`src/rtl/uint_to_decimal_text_assert.svh`:
```
// Assertion macros shared by the number-to-text RTL.
`ifndef UINT_TO_DECIMAL_TEXT_ASSERT_SVH
`define UINT_TO_DECIMAL_TEXT_ASSERT_SVH

// Same-cycle implication, checked outside reset.
`define UTDT_ASSERT_NOW(label, clk, rst, ante, cons, msg) \
  label: assert property (@(posedge clk) disable iff (rst) (ante) |-> (cons)) else $error(msg);

// Next-cycle implication, checked outside reset.
`define UTDT_ASSERT_NEXT(label, clk, rst, ante, cons, msg) \
  label: assert property (@(posedge clk) disable iff (rst) (ante) |=> (cons)) else $error(msg);

`endif

```
`src/rtl/utdt_pkg.sv`:
```
// Package: widths, character codes and control structs of the number-to-text block.
`timescale 1ns / 1ps
package utdt_pkg;

  localparam int VALUE_BITS = 64;
  localparam int BIT_CNT_W  = (VALUE_BITS > 1) ? $clog2(VALUE_BITS) : 1;
  localparam int SIZE_W     = 8;
  localparam int CHAR_W     = 8;
  localparam int POS_W      = 5;
  localparam int NUM_DIGITS = 20;

  localparam logic [CHAR_W-1:0] ASCII_ZERO = 8'd48;
  localparam logic [CHAR_W-1:0] TRUNC_MARK = 8'd60;
  localparam logic [CHAR_W-1:0] NUL_CHAR   = 8'd0;

  // Commands from the controller to the datapath.
  typedef struct packed {
    logic load;
    logic step;
    logic count;
    logic emit;
  } utdt_cmd_t;

  // Status from the datapath to the controller.
  typedef struct packed {
    logic conv_done;
    logic emit_last;
    logic out_free;
  } utdt_stat_t;

endpackage

```
`src/rtl/utdt_num_if.sv`:
```
// Interface: input channel carrying one number and its buffer size.
`timescale 1ns / 1ps
interface utdt_num_if
  import utdt_pkg::*;
();
  logic                  valid;
  logic                  ready;
  logic [VALUE_BITS-1:0] value;
  logic [SIZE_W-1:0]     buffer_size;

  modport source (output valid, value, buffer_size, input ready);
  modport sink   (input valid, value, buffer_size, output ready);
endinterface

```
`src/rtl/utdt_text_if.sv`:
```
// Interface: output channel carrying one character of the rendered text.
`timescale 1ns / 1ps
interface utdt_text_if
  import utdt_pkg::*;
();
  logic              valid;
  logic              ready;
  logic [CHAR_W-1:0] character;
  logic [POS_W-1:0]  position;
  logic              written;
  logic [POS_W-1:0]  text_length;
  logic              is_last;

  modport source (output valid, character, position, written, text_length, is_last,
                  input ready);
  modport sink   (input valid, character, position, written, text_length, is_last,
                  output ready);
endinterface

```
`src/rtl/uint_to_decimal_text.sv`:
```
// Top level: renders an unsigned number as a run of decimal characters.
`timescale 1ns / 1ps
//
//  channel | role | payload
//  --------+------+---------------------------------------------------
//  number  | sink | value (64b), buffer_size (8b)
//  text    | src  | character, position, written, text_length, is_last
//
//  One number takes a load, 64 shift-add-3 steps, a digit count and then
//  one cycle per character word (up to 21) while the text channel is not stalled.
//  The datapath runs the 64-step conversion loop.
//  Reset (synchronous, active high) returns the controller to idle and drops
//  any held output word. A stalled text channel holds the current word and
//  pauses emission; the next number is taken once the last word is queued.
module uint_to_decimal_text
  import utdt_pkg::*;
(
  input  logic clk,
  input  logic rst,
  utdt_num_if.sink    number,
  utdt_text_if.source text
);

  utdt_cmd_t  cmd;
  utdt_stat_t stat;
  logic       in_ready;

  assign number.ready = in_ready;

  // Controller: owns the sequence, sees only the input handshake and status.
  utdt_ctrl u_ctrl (
    .clk      (clk),
    .rst      (rst),
    .in_valid (number.valid),
    .in_ready (in_ready),
    .stat     (stat),
    .cmd      (cmd)
  );

  // Datapath: conversion registers, digit count and the output word register.
  utdt_datapath u_datapath (
    .clk         (clk),
    .rst         (rst),
    .cmd         (cmd),
    .stat        (stat),
    .value       (number.value),
    .buffer_size (number.buffer_size),
    .out_valid   (text.valid),
    .out_ready   (text.ready),
    .character   (text.character),
    .position    (text.position),
    .written     (text.written),
    .text_length (text.text_length),
    .is_last     (text.is_last)
  );

endmodule

```
`src/rtl/utdt_ctrl.sv`:
```
// Controller: sequences load, conversion, digit count and character emission.
`timescale 1ns / 1ps
module utdt_ctrl
  import utdt_pkg::*;
(
  input  logic       clk,
  input  logic       rst,
  input  logic       in_valid,
  output logic       in_ready,
  input  utdt_stat_t stat,
  output utdt_cmd_t  cmd
);

  typedef enum logic [1:0] {
    IDLE,
    CONV,
    COUNT,
    EMIT
  } state_t;

  state_t state;
  state_t state_next;

  assign in_ready = (state == IDLE);

  always_comb begin
    cmd        = '0;
    state_next = state;
    case (state)
      IDLE: begin
        if (in_valid) begin
          cmd.load   = 1'b1;
          state_next = CONV;
        end
      end
      CONV: begin
        cmd.step = 1'b1;
        if (stat.conv_done) begin
          state_next = COUNT;
        end
      end
      COUNT: begin
        cmd.count  = 1'b1;
        state_next = EMIT;
      end
      EMIT: begin
        if (stat.out_free) begin
          cmd.emit = 1'b1;
          if (stat.emit_last) begin
            state_next = IDLE;
          end
        end
      end
      default: begin
        state_next = IDLE;
      end
    endcase
  end

  always_ff @(posedge clk) begin
    if (rst) begin
      state <= IDLE;
    end else begin
      state <= state_next;
    end
  end

`include "uint_to_decimal_text_assert.svh"

  `UTDT_ASSERT_NEXT(a_load_starts_conv, clk, rst, cmd.load, state == CONV, "load did not start conversion")
  `UTDT_ASSERT_NOW(a_step_only_conv, clk, rst, cmd.step || cmd.emit, !in_ready, "work while ready")
  `UTDT_ASSERT_NEXT(a_last_returns_idle, clk, rst, cmd.emit && stat.emit_last, in_ready, "no idle after last")

endmodule

```
`src/rtl/utdt_datapath.sv`:
```
// Datapath: shift-add-3 binary to BCD, digit count and output word register.
`timescale 1ns / 1ps
module utdt_datapath
  import utdt_pkg::*;
(
  input  logic                  clk,
  input  logic                  rst,
  input  utdt_cmd_t             cmd,
  output utdt_stat_t            stat,
  input  logic [VALUE_BITS-1:0] value,
  input  logic [SIZE_W-1:0]     buffer_size,
  output logic                  out_valid,
  input  logic                  out_ready,
  output logic [CHAR_W-1:0]     character,
  output logic [POS_W-1:0]      position,
  output logic                  written,
  output logic [POS_W-1:0]      text_length,
  output logic                  is_last
);

  logic [VALUE_BITS-1:0] val_sr;
  logic [SIZE_W-1:0]     size_r;
  logic [3:0]            bcd [NUM_DIGITS];
  logic [3:0]            bcd_adj [NUM_DIGITS];
  logic [3:0]            bcd_next [NUM_DIGITS];
  logic [BIT_CNT_W-1:0]  bit_cnt;
  logic [POS_W-1:0]      pos;
  logic [POS_W-1:0]      t_r;
  logic                  trunc_r;
  logic [POS_W-1:0]      n_digits;
  logic [SIZE_W-1:0]     size_m1;
  logic [POS_W-1:0]      t_calc;
  logic [POS_W-1:0]      dig_idx;
  logic [CHAR_W-1:0]     char_sel;

  // One shift-add-3 step: correct every digit, then shift in the next bit.
  always_comb begin
    for (int i = 0; i < NUM_DIGITS; i++) begin
      bcd_adj[i] = (bcd[i] >= 4'd5) ? (bcd[i] + 4'd3) : bcd[i];
    end
    bcd_next[0] = {bcd_adj[0][2:0], val_sr[VALUE_BITS-1]};
    for (int i = 1; i < NUM_DIGITS; i++) begin
      bcd_next[i] = {bcd_adj[i][2:0], bcd_adj[i-1][3]};
    end
  end

  // Digit count: highest nonzero digit, zero counts as one digit.
  always_comb begin
    n_digits = POS_W'(1);
    for (int i = 0; i < NUM_DIGITS; i++) begin
      if (bcd[i] != 4'd0) begin
        n_digits = POS_W'(i + 1);
      end
    end
  end

  assign size_m1 = size_r - SIZE_W'(1);

  always_comb begin
    if (size_r < SIZE_W'(2)) begin
      t_calc = '0;
    end else if (SIZE_W'(n_digits) < size_m1) begin
      t_calc = n_digits;
    end else begin
      t_calc = size_m1[POS_W-1:0];
    end
  end

  assign dig_idx = t_r - pos - POS_W'(1);

  always_comb begin
    if (pos == t_r) begin
      char_sel = NUL_CHAR;
    end else if ((pos == '0) && trunc_r) begin
      char_sel = TRUNC_MARK;
    end else begin
      char_sel = ASCII_ZERO + CHAR_W'(bcd[dig_idx]);
    end
  end

  assign stat.conv_done = (bit_cnt == BIT_CNT_W'(VALUE_BITS - 1));
  assign stat.emit_last = (pos == t_r);
  assign stat.out_free  = !out_valid || out_ready;

  always_ff @(posedge clk) begin
    if (cmd.load) begin
      val_sr  <= value;
      size_r  <= buffer_size;
      bit_cnt <= '0;
      pos     <= '0;
      for (int i = 0; i < NUM_DIGITS; i++) begin
        bcd[i] <= 4'd0;
      end
    end else if (cmd.step) begin
      val_sr  <= {val_sr[VALUE_BITS-2:0], 1'b0};
      bit_cnt <= bit_cnt + BIT_CNT_W'(1);
      for (int i = 0; i < NUM_DIGITS; i++) begin
        bcd[i] <= bcd_next[i];
      end
    end
    if (cmd.count) begin
      t_r     <= t_calc;
      trunc_r <= (t_calc < n_digits);
    end
    if (cmd.emit) begin
      character   <= char_sel;
      position    <= pos;
      written     <= (size_r != '0);
      text_length <= t_r;
      is_last     <= (pos == t_r);
      pos         <= pos + POS_W'(1);
    end
  end

  always_ff @(posedge clk) begin
    if (rst) begin
      out_valid <= 1'b0;
    end else if (cmd.emit) begin
      out_valid <= 1'b1;
    end else if (out_ready) begin
      out_valid <= 1'b0;
    end
  end

`include "uint_to_decimal_text_assert.svh"

  `UTDT_ASSERT_NOW(a_emit_into_free, clk, rst, cmd.emit, stat.out_free, "emit over a held word")
  `UTDT_ASSERT_NOW(a_last_at_length, clk, rst, out_valid, is_last == (position == text_length), "last not at length")
  `UTDT_ASSERT_NOW(a_nul_only_last, clk, rst, out_valid, (character == NUL_CHAR) == is_last, "terminator misplaced")

endmodule
```
`src/flat_wrapper.sv`:
```
// flat-port wrapper written by rule: the top's interface ports become plain ports
module uint_to_decimal_text_flat import utdt_pkg::*;
  (clk, rst, number_valid, number_value, number_buffer_size, number_ready, text_valid, text_character, text_position, text_written, text_text_length, text_is_last, text_ready);
  utdt_num_if number_i ();
  utdt_text_if text_i ();
  input  logic clk;
  input  logic rst;
  input wire logic [$bits(number_i.valid)-1:0] number_valid;
  input wire logic [$bits(number_i.value)-1:0] number_value;
  input wire logic [$bits(number_i.buffer_size)-1:0] number_buffer_size;
  output wire logic [$bits(number_i.ready)-1:0] number_ready;
  output wire logic [$bits(text_i.valid)-1:0] text_valid;
  output wire logic [$bits(text_i.character)-1:0] text_character;
  output wire logic [$bits(text_i.position)-1:0] text_position;
  output wire logic [$bits(text_i.written)-1:0] text_written;
  output wire logic [$bits(text_i.text_length)-1:0] text_text_length;
  output wire logic [$bits(text_i.is_last)-1:0] text_is_last;
  input wire logic [$bits(text_i.ready)-1:0] text_ready;
  assign number_i.valid = number_valid;
  assign number_i.value = number_value;
  assign number_i.buffer_size = number_buffer_size;
  assign number_ready = number_i.ready;
  assign text_valid = text_i.valid;
  assign text_character = text_i.character;
  assign text_position = text_i.position;
  assign text_written = text_i.written;
  assign text_text_length = text_i.text_length;
  assign text_is_last = text_i.is_last;
  assign text_i.ready = text_ready;
  uint_to_decimal_text u_core (.clk(clk), .rst(rst), .number(number_i), .text(text_i));
endmodule
```
`config.mk`:
```
export PLATFORM = sky130hd
export DESIGN_NAME = uint_to_decimal_text_flat
export DESIGN_NICKNAME = d
export VERILOG_FILES = /design/src/rtl/utdt_pkg.sv /design/src/rtl/utdt_num_if.sv /design/src/rtl/utdt_text_if.sv /design/src/rtl/uint_to_decimal_text.sv /design/src/rtl/utdt_ctrl.sv /design/src/rtl/utdt_datapath.sv /design/src/flat_wrapper.sv
export VERILOG_INCLUDE_DIRS = /design/src /design/src/rtl
export SDC_FILE = /design/constraint.sdc
export NUM_CORES = 1
export LEC_CHECK = 0
export BUFFER_PORTS_ARGS = -buffer_cell sky130_fd_sc_hd__clkbuf_2
export CAP_MARGIN = 10
export CORE_MARGIN = 2
export CORE_UTILIZATION = 44
export DETAILED_ROUTE_END_ITERATION = 6
export GPL_TIMING_DRIVEN = 0
export PLACE_DENSITY = 0.6
export REMOVE_ABC_BUFFERS = 1
export SLEW_MARGIN = 20
export SYNTH_ARGS = -nofsm -noshare
export SYNTH_HDL_FRONTEND = slang
export SYNTH_SLANG_ARGS = --single-unit
```
`constraint.sdc`:
```
create_clock -name clk -period 12.17 [get_ports clk]
set_clock_uncertainty 0.1 [all_clocks]
set_input_delay 1.8255 -clock clk [delete_from_list [all_inputs] [get_ports clk]]
set_output_delay 1.8255 -clock clk [all_outputs]
set_load 0.05 [all_outputs]
```
==> results of run 1 <==
[metrics by stage]
stage          worst slack, ns  total power, W  hold WS [ns]  utilization
2_1_floorplan            5.001        0.002571        0.3307            -
3_3_place_gp             1.532        0.002992        0.3612       0.4819
3_5_place_dp             6.958        0.003002        0.3799       0.4889
4_1_cts                  6.902        0.003572        0.3956       0.5135
5_1_grt                  6.565        0.003835        0.4118       0.5136
6_report                 6.879        0.003528        0.3889       0.5136
[sequential cells by signal, summed over array words and instances, names as in the netlist]
| signal | flops |
|---|---|
| u_core.u_datapath.text_length | 5 |
| u_core.u_datapath.trunc_r | 1 |
| u_core.u_datapath.out_valid | 1 |
| u_core.u_ctrl.state | 2 |
| u_core.u_datapath.val_sr | 64 |
| u_core.u_datapath.bcd | 80 |
| u_core.u_datapath.written | 1 |
| u_core.u_datapath.bit_cnt | 6 |
| u_core.u_datapath.pos | 5 |
| u_core.u_datapath.t_r | 5 |
| u_core.u_datapath.size_r | 8 |
| u_core.u_datapath.is_last | 1 |
| u_core.u_datapath.position | 5 |
| u_core.u_datapath.character | 5 |
[per-layer routing]
layer  GRT usage  vias to the layer above  part of all wire
met5           0                        -                 0
met4     0.04256                        0             0.011
met3     0.03360                       18             0.038
met2      0.2672                      127              0.45
met1      0.2433                     3366              0.50
li1            -                     3638                 -
[area by class of cell]
| class | instances | area share |
|---|---|---|
| clock buffers | 18 | 0.03539 |
| well taps | 319 | 0.03291 |
| clock inverters | 14 | 0.01259 |
| flip-flops and latches | 189 | 0.4605 |
| multi-input cells | 721 | 0.3890 |
| inverters | 62 | 0.01960 |
| repair buffers | 100 | 0.04993 |
[cell usage in the layout (no fill, tap or decap), types with 7 or more instances in the layout]
cell	n
clkbuf_2	95
nor3b_1	27
edfxtp_1	180
a21oi_1	37
ha_1	60
xor2_1	25
and2_1	38
clkbuf_16	17
mux4_2	24
dfxtp_1	9
a21boi_0	18
nand2_1	262
mux2i_1	11
o21ai_0	44
nand3_1	15
xnor2_1	28
inv_1	61
nor3_1	7
nand2b_1	24
nor2_1	52
[path summary, 6_finish.rpt]
kind	start	endpoint
setup / recovery	u_core.u_datapath.bcd[6][0]$_SDFFCE_PN0P_	u_core.u_datapath.trunc_r$_DFFE_PP_
hold / removal	u_core.u_datapath.bit_cnt[5]$_SDFFE_PP0P_	u_core.u_datapath.bit_cnt[5]$_SDFFE_PP0P_
setup reg to reg	u_core.u_datapath.bcd[6][0]$_SDFFCE_PN0P_	u_core.u_datapath.trunc_r$_DFFE_PP_
hold reg to reg	u_core.u_datapath.bit_cnt[5]$_SDFFE_PP0P_	u_core.u_datapath.bit_cnt[5]$_SDFFE_PP0P_
[power groups by stage]
stage	Sequential [W]	Combinational, W	Clock [W]
floorplan	0.00140	0.00117	0
finish	0.00141	0.00156	0.000559
global route	0.00146	0.00178	0.000596
global placement	0.00149	0.00151	0
CTS	0.00141	0.00159	0.000573
detailed placement	0.00142	0.00158	0
[kinds of logic (layout without fill, tap and decap cells)]
group / Yosys count / count (layout)
other cells: 1 / 2
simple gates: 447 / 447
fa+ha+maj: 63 / 63
mux: 35 / 35
xor+xnor: 53 / 53
buf+inv: 93 / 194
compound gates: 121 / 121
flops: 189 / 189
[critical path: stages (launching register included)]
cell	delay, ns
edfxtp_1	0.46
inv_1	0.09
ha_1	0.22
or3b_2	0.49
nor2_1	0.18
a21oi_1	0.10
o211a_1	0.25
o31ai_1	0.51
inv_1	0.10
ha_1	0.31
inv_1	0.04
o21ai_0	0.16
a31oi_1	0.09
nor4_4	0.42
mux2i_1	0.38
ha_1	0.31
a21o_1	0.16
a21o_1	0.17
a21oi_1	0.23
nor2b_1	0.16
a22o_1	0.13
a41o_1	0.10
==> impl_results.md, run 1 <==
- Max VDD drop: 0.1182 mV
- Mapped Area: 10630 µm²
- Area share of xor/xnor cells in the synthesized design: 0.04367
- Drt initial violations: 430
- Ys Warns: 0
- CTS tree: done
- IO Port Bufs: 95
- Max-Cap Viols: 0
- First-pass GRT wire length: 35.06 mm
- Max clock buf depth: 2
- Starting Density: 0.4502
- Compound-Gate Fraction of Synth Area: 0.06780
- Initial antenna violation count: 0
- Critical path fanouts, max: 6
- Area growth, synth to finish: 14.09%
- DR vias/cell: 5.024
- Overflow after GRT: 0
- TNS Setup: 0 ns
- Status: finished, final reports clean
- Final hold viol count: 0
- Register area: 5585 µm²
- Post-CTS resize count: 0
- Final wirelength: 20.55 mm
- Hold WC Path Type: flip-flop to flip-flop
- # fillers: 2175
- Post-layout min period: 5.291 ns
- DR DRC count: 0
- Die H: 159.4 µm
- CP startpoint kind: flip-flop
- Placed Area: 11540 µm²
- Post-Synth Simple-Gate Area: 0.1926
- Combinational share of power: 0.443
- Achievable clock frequency: 189.0 MHz
- WL per Instance: 14.44 µm
- Fin area: 12130 µm²
- Routability cong.: 0.8235
- Final Max Tran Viols: 0
- Post-synthesis mux area share: 0.06121
- Post-DRT Antenna Nets: 0
- RSZ-0062 raised after global routing: false
- Yosys top cell by area: edfxtp_1
- Share of cells above drive strength 1: 0.1504
- Post-CTS Setup Bufs: 0
- Via Count: 7149
- Hold Path Depth: 2
- Clock network power share: 0.158
- Tightest Pin Transition: 0.7335 ns
- Share of the synthesized area in the top cell type: 0.5085
- Post-synth ARST share: 0
- CP arrival: 5.49 ns
- Hold buffer count at CTS: 0
- GR Util All Layers: 0.1701
- Reg2reg path depth: 21
- Yosys cell types: 49
- Proportion of synthesized chip area in sequential cells: 0.5254
- Clock sink total: 189
- Top Ports: 98
- Endpoints failing setup: 0
- Die Wd: 159.4 µm
- Int Pwr: 0.002144 W
- Multi-input logic area: 4718 µm²
- Nets: 1230
- Required time worst endpoint: 12.37 ns
- DP Cell Count: 1391
- N_diodes: 0
- Reg clk slew, reported paths: 0.07 ns
- Post-Synth Adder-Cell Area: 0.07486
- CTS H-tree depth: 4
- Count leader, synth: nand2_1
- Number of synthesized flops with an enable pin: 180
- Switching Share: 0.3925
- Core Rows: 56
- Vias in the first global route: 7006
- Setup CP Type: flip-flop to flip-flop
- Total clock buffers created by CTS: 17
- CTS Root Cell: clkbuf_16
- Router iterations before antenna repair: 4
- Reg2reg setup slack: 6.88 ns
- Core Area: 23610 µm²
- Final period utilization: 0.4347
- Largest net degree at the start of global routing: 86
- DP HPWL: 14.06 mm
- Pleak: 4.968 nW
- Avg Cell Area, Syn: 10.61 µm²
- Worst setup EP type: flip-flop
- Pwr per Cell Area: 290.9 nW/µm²
- Sequential cell fraction of total power: 0.399
- Die area: 25420 µm²
- Top post-synthesis cells by count: 263 x nand2_1, 180 x edfxtp_1, 62 x ha_1
- Final non-filler cell total: 1423
- Net switching power figure: 0.001385 W
- FF+latch count, synth: 189
- Max-slew headroom: 0.5110
- Mapped Cells: 1002
- Skew-Pair Late Insertion Delay: 0.43 ns
- Largest family of logic cells by synthesized area: simple AND/OR/NAND/NOR gates
- Post-synth top flop: edfxtp_1
- Area contributors post-synth: edfxtp_1 51%, nand2_1 9.3%, ha_1 7.3%, mux4_2 5.1%, xnor2_1 2.3%
Note: power is estimated with default switching activity, not from simulation.
==> run 2: changes to the inputs <==
- ABC_AREA: default -> 1
- PLACE_DENSITY: 0.6 -> 0.62
- clock period: 12.17 -> 4.6 ns (I/O delays scaled with it)
==> run 2 against run 1 <==
Non-clock buffer count down 1. Register-to-register slack worse by 6.2 ns. Cell area decreased by 0.63%. Wire length increased by 5.1%.
==> impl_results.md, run 2 <==
- Status: finished, final reports clean
- First-pass GRT wire length: 36.40 mm
- Max reg flops: 80
- Clock sink total: 189
- Top Ports: 98
- IO Port Bufs: 95
- RR Startpoint: u_core.u_datapath.pos[0]$_SDFFCE_PN0P_
- Crit. Startpoint: u_core.u_datapath.pos[0]$_SDFFCE_PN0P_
- CP startpoint kind: flip-flop
- Area growth, synth to finish: 13.72%
- Post-DRT Antenna Nets: 0
- DP HPWL: 14.73 mm
- Commonest non-fill, non-tap cell in the layout: nand2_1
- Final non-filler cell total: 1584
- DP Cell Count: 1552
- Ys Warns: 0
- Drt initial violations: 481
- Count leader, synth: nand2_1
- Die H: 159.2 µm
- DR vias/cell: 5.006
- Router iterations before antenna repair: 4
- HP Start: number_buffer_size[3]
- Fin area: 12050 µm²
- Commonest cells after routing, fill and taps aside: 296 x nand2_1, 180 x edfxtp_1, 115 x inv_1
- Mapped Area: 10600 µm²
- Final wirelength: 21.60 mm
- Worst setup EP type: flip-flop
- CTS H-tree depth: 4
- Overflow after GRT: 0
- Post-synth top flop: edfxtp_1
- Yosys cell types: 39
- CTS tree: done
- Largest Register: u_core.u_datapath.bcd
- Hold WC Path Type: primary input to flip-flop
- Final hold viol count: 0
- DR DRC count: 0
- Hold buffer count at CTS: 0
- Die area: 25340 µm²
- WL per Instance: 13.63 µm
- Vias in the first global route: 7428
- Area contributors post-synth: edfxtp_1 51%, nand2_1 11%, ha_1 7.3%, a21oi_1 5.1%, o21ai_0 4.4%
- Largest net degree at the start of global routing: 77
- Pwr per Cell Area: 777.5 nW/µm²
- CTS Root Cell: clkbuf_16
- Post-synth ARST share: 0
- Core Area: 23540 µm²
- Hold Slack: 0.3183 ns
- Routability cong.: 0.8371
- Starting Density: 0.4501
- Post-CTS Setup Bufs: 0
- Reg2reg path depth: 9
- Max-slew headroom: 0.3697
- Share of cells above drive strength 1: 0.1462
- N_diodes: 0
- Number of synthesized flops with an enable pin: 180
- Achievable clock frequency: 256.1 MHz
- Tightest Pin Transition: 0.9454 ns
- Top post-synthesis cells by count: 298 x nand2_1, 180 x edfxtp_1, 115 x inv_1
- CP arrival: 4.13 ns
- Share of the synthesized area in the top cell type: 0.5100
- Final Max Tran Viols: 0
- Yosys top cell by area: edfxtp_1
- Endpoints failing setup: 0
- Reg clk slew, reported paths: 0.08 ns
- Required time worst endpoint: 4.82 ns
- Critical path fanouts, max: 52
- Hold Path Depth: 1
- Die Wd: 159.2 µm
- Biggest regs: u_core.u_datapath.bcd x80, u_core.u_datapath.val_sr x64, u_core.u_datapath.size_r x8
- Core Rows: 56
- Max VDD drop: 0.3142 mV
- Setup CP Type: flip-flop to flip-flop
- Pleak: 5.164 nW
- Initial antenna violation count: 0
- Proportion of synthesized chip area in sequential cells: 0.5270
- Via Count: 7929
- RSZ-0062 raised after global routing: false
- Total clock buffers created by CTS: 17
- Max-Cap Viols: 0
- Mapped Cells: 1171
- GR Util All Layers: 0.1758
- FF+latch count, synth: 189
- Post-layout min period: 3.905 ns
- Avg Cell Area, Syn: 9.050 µm²
- Placed Area: 11450 µm²
- Max clock buf depth: 2
- Post-CTS resize count: 0
- Final period utilization: 0.8488
- Nets: 1391
- Skew-Pair Late Insertion Delay: 0.44 ns
-- run 2: changes by cell type after synthesis, moves of 27 or more --
cell / change
a21oi_1: +70
and2_1: -38
inv_1: +54
inv_2: +27
nand2_1: +35
nor2_1: +30
o21ai_0: +49
o21ai_1: +37
-- run 2: metal layers --
metal,GRT usage,vias up,part of all wire
li1,-,4104,-
met1,0.2509,3629,0.50
met2,0.2672,172,0.44
met3,0.03985,24,0.051
met4,0.05496,0,0.017
met5,0,-,0
-- run 2: stage by stage --
stage	setup slack, ns	TNS [ns]	total power, W	utilization
final	0.6954	0	0.009371	0.5119
after global placement	-5.010	-731.17	0.007573	0.4809
after CTS	0.6423	0	0.009437	0.5119
after global routing	0.2514	0	0.01022	0.5119
after detailed placement	0.6746	0	0.007887	0.4863
after floorplan	-1.792	-258.08	0.006736	-
-- run 2: critical path, cell delays in order (launching register included) --
cell      delay [ns]
edfxtp_1        0.43
inv_1           0.09
ha_1            0.92
inv_2           0.60
nor4_1          0.87
inv_2           0.18
o21ai_1         0.20
o211ai_1        0.16
nor3_1          0.17
a211oi_1        0.06
-- run 2: path summary, 6_finish.rpt --
| check | to | slack [ns] |
|---|---|---|
| worst min register to register | u_core.u_datapath.text_length[4]$_DFFE_PP_ | 0.39 |
| worst min-delay path | u_core.u_datapath.size_r[3]$_DFFE_PP_ | 0.32 |
| worst max register to register | u_core.u_ctrl.state[0]$_SDFFE_PP0P_ | 0.70 |
| worst max-delay path | u_core.u_ctrl.state[0]$_SDFFE_PP0P_ | 0.70 |
-- run 2: power breakdown --
part | internal [W] | total [W] | switching (W) | leakage (nW)
Combinational | 0.00137 | 0.00421 | 0.00284 | 3.03
Clock | 0.000778 | 0.00151 | 0.000733 | 0.296
Sequential | 0.00311 | 0.00365 | 0.000539 | 1.84
-- run 2: cells by family after synthesis --
group | after synthesis | share of synthesized area
AO/OA/AOI/OAI | 277 | 0.1425
XOR/XNOR | 28 | 0.02314
adder cells (fa/ha/maj) | 63 | 0.07509
buffers and inverters | 182 | 0.06552
flip-flops | 189 | 0.5270
other | 1 | 0.0003539
AND/OR/NAND/NOR | 431 | 0.1664
-- run 2: cell type report --
type,count,area (µm²)
Multi-Input combinational cell,801,4359
Clock buffer,17,425.4
Tap cell,319,399.1
Inverter,144,543.0
Clock inverter,15,177.7
Sequential cell,189,5585
Timing Repair Buffer,99,561.8
Fill cell,2235,11490
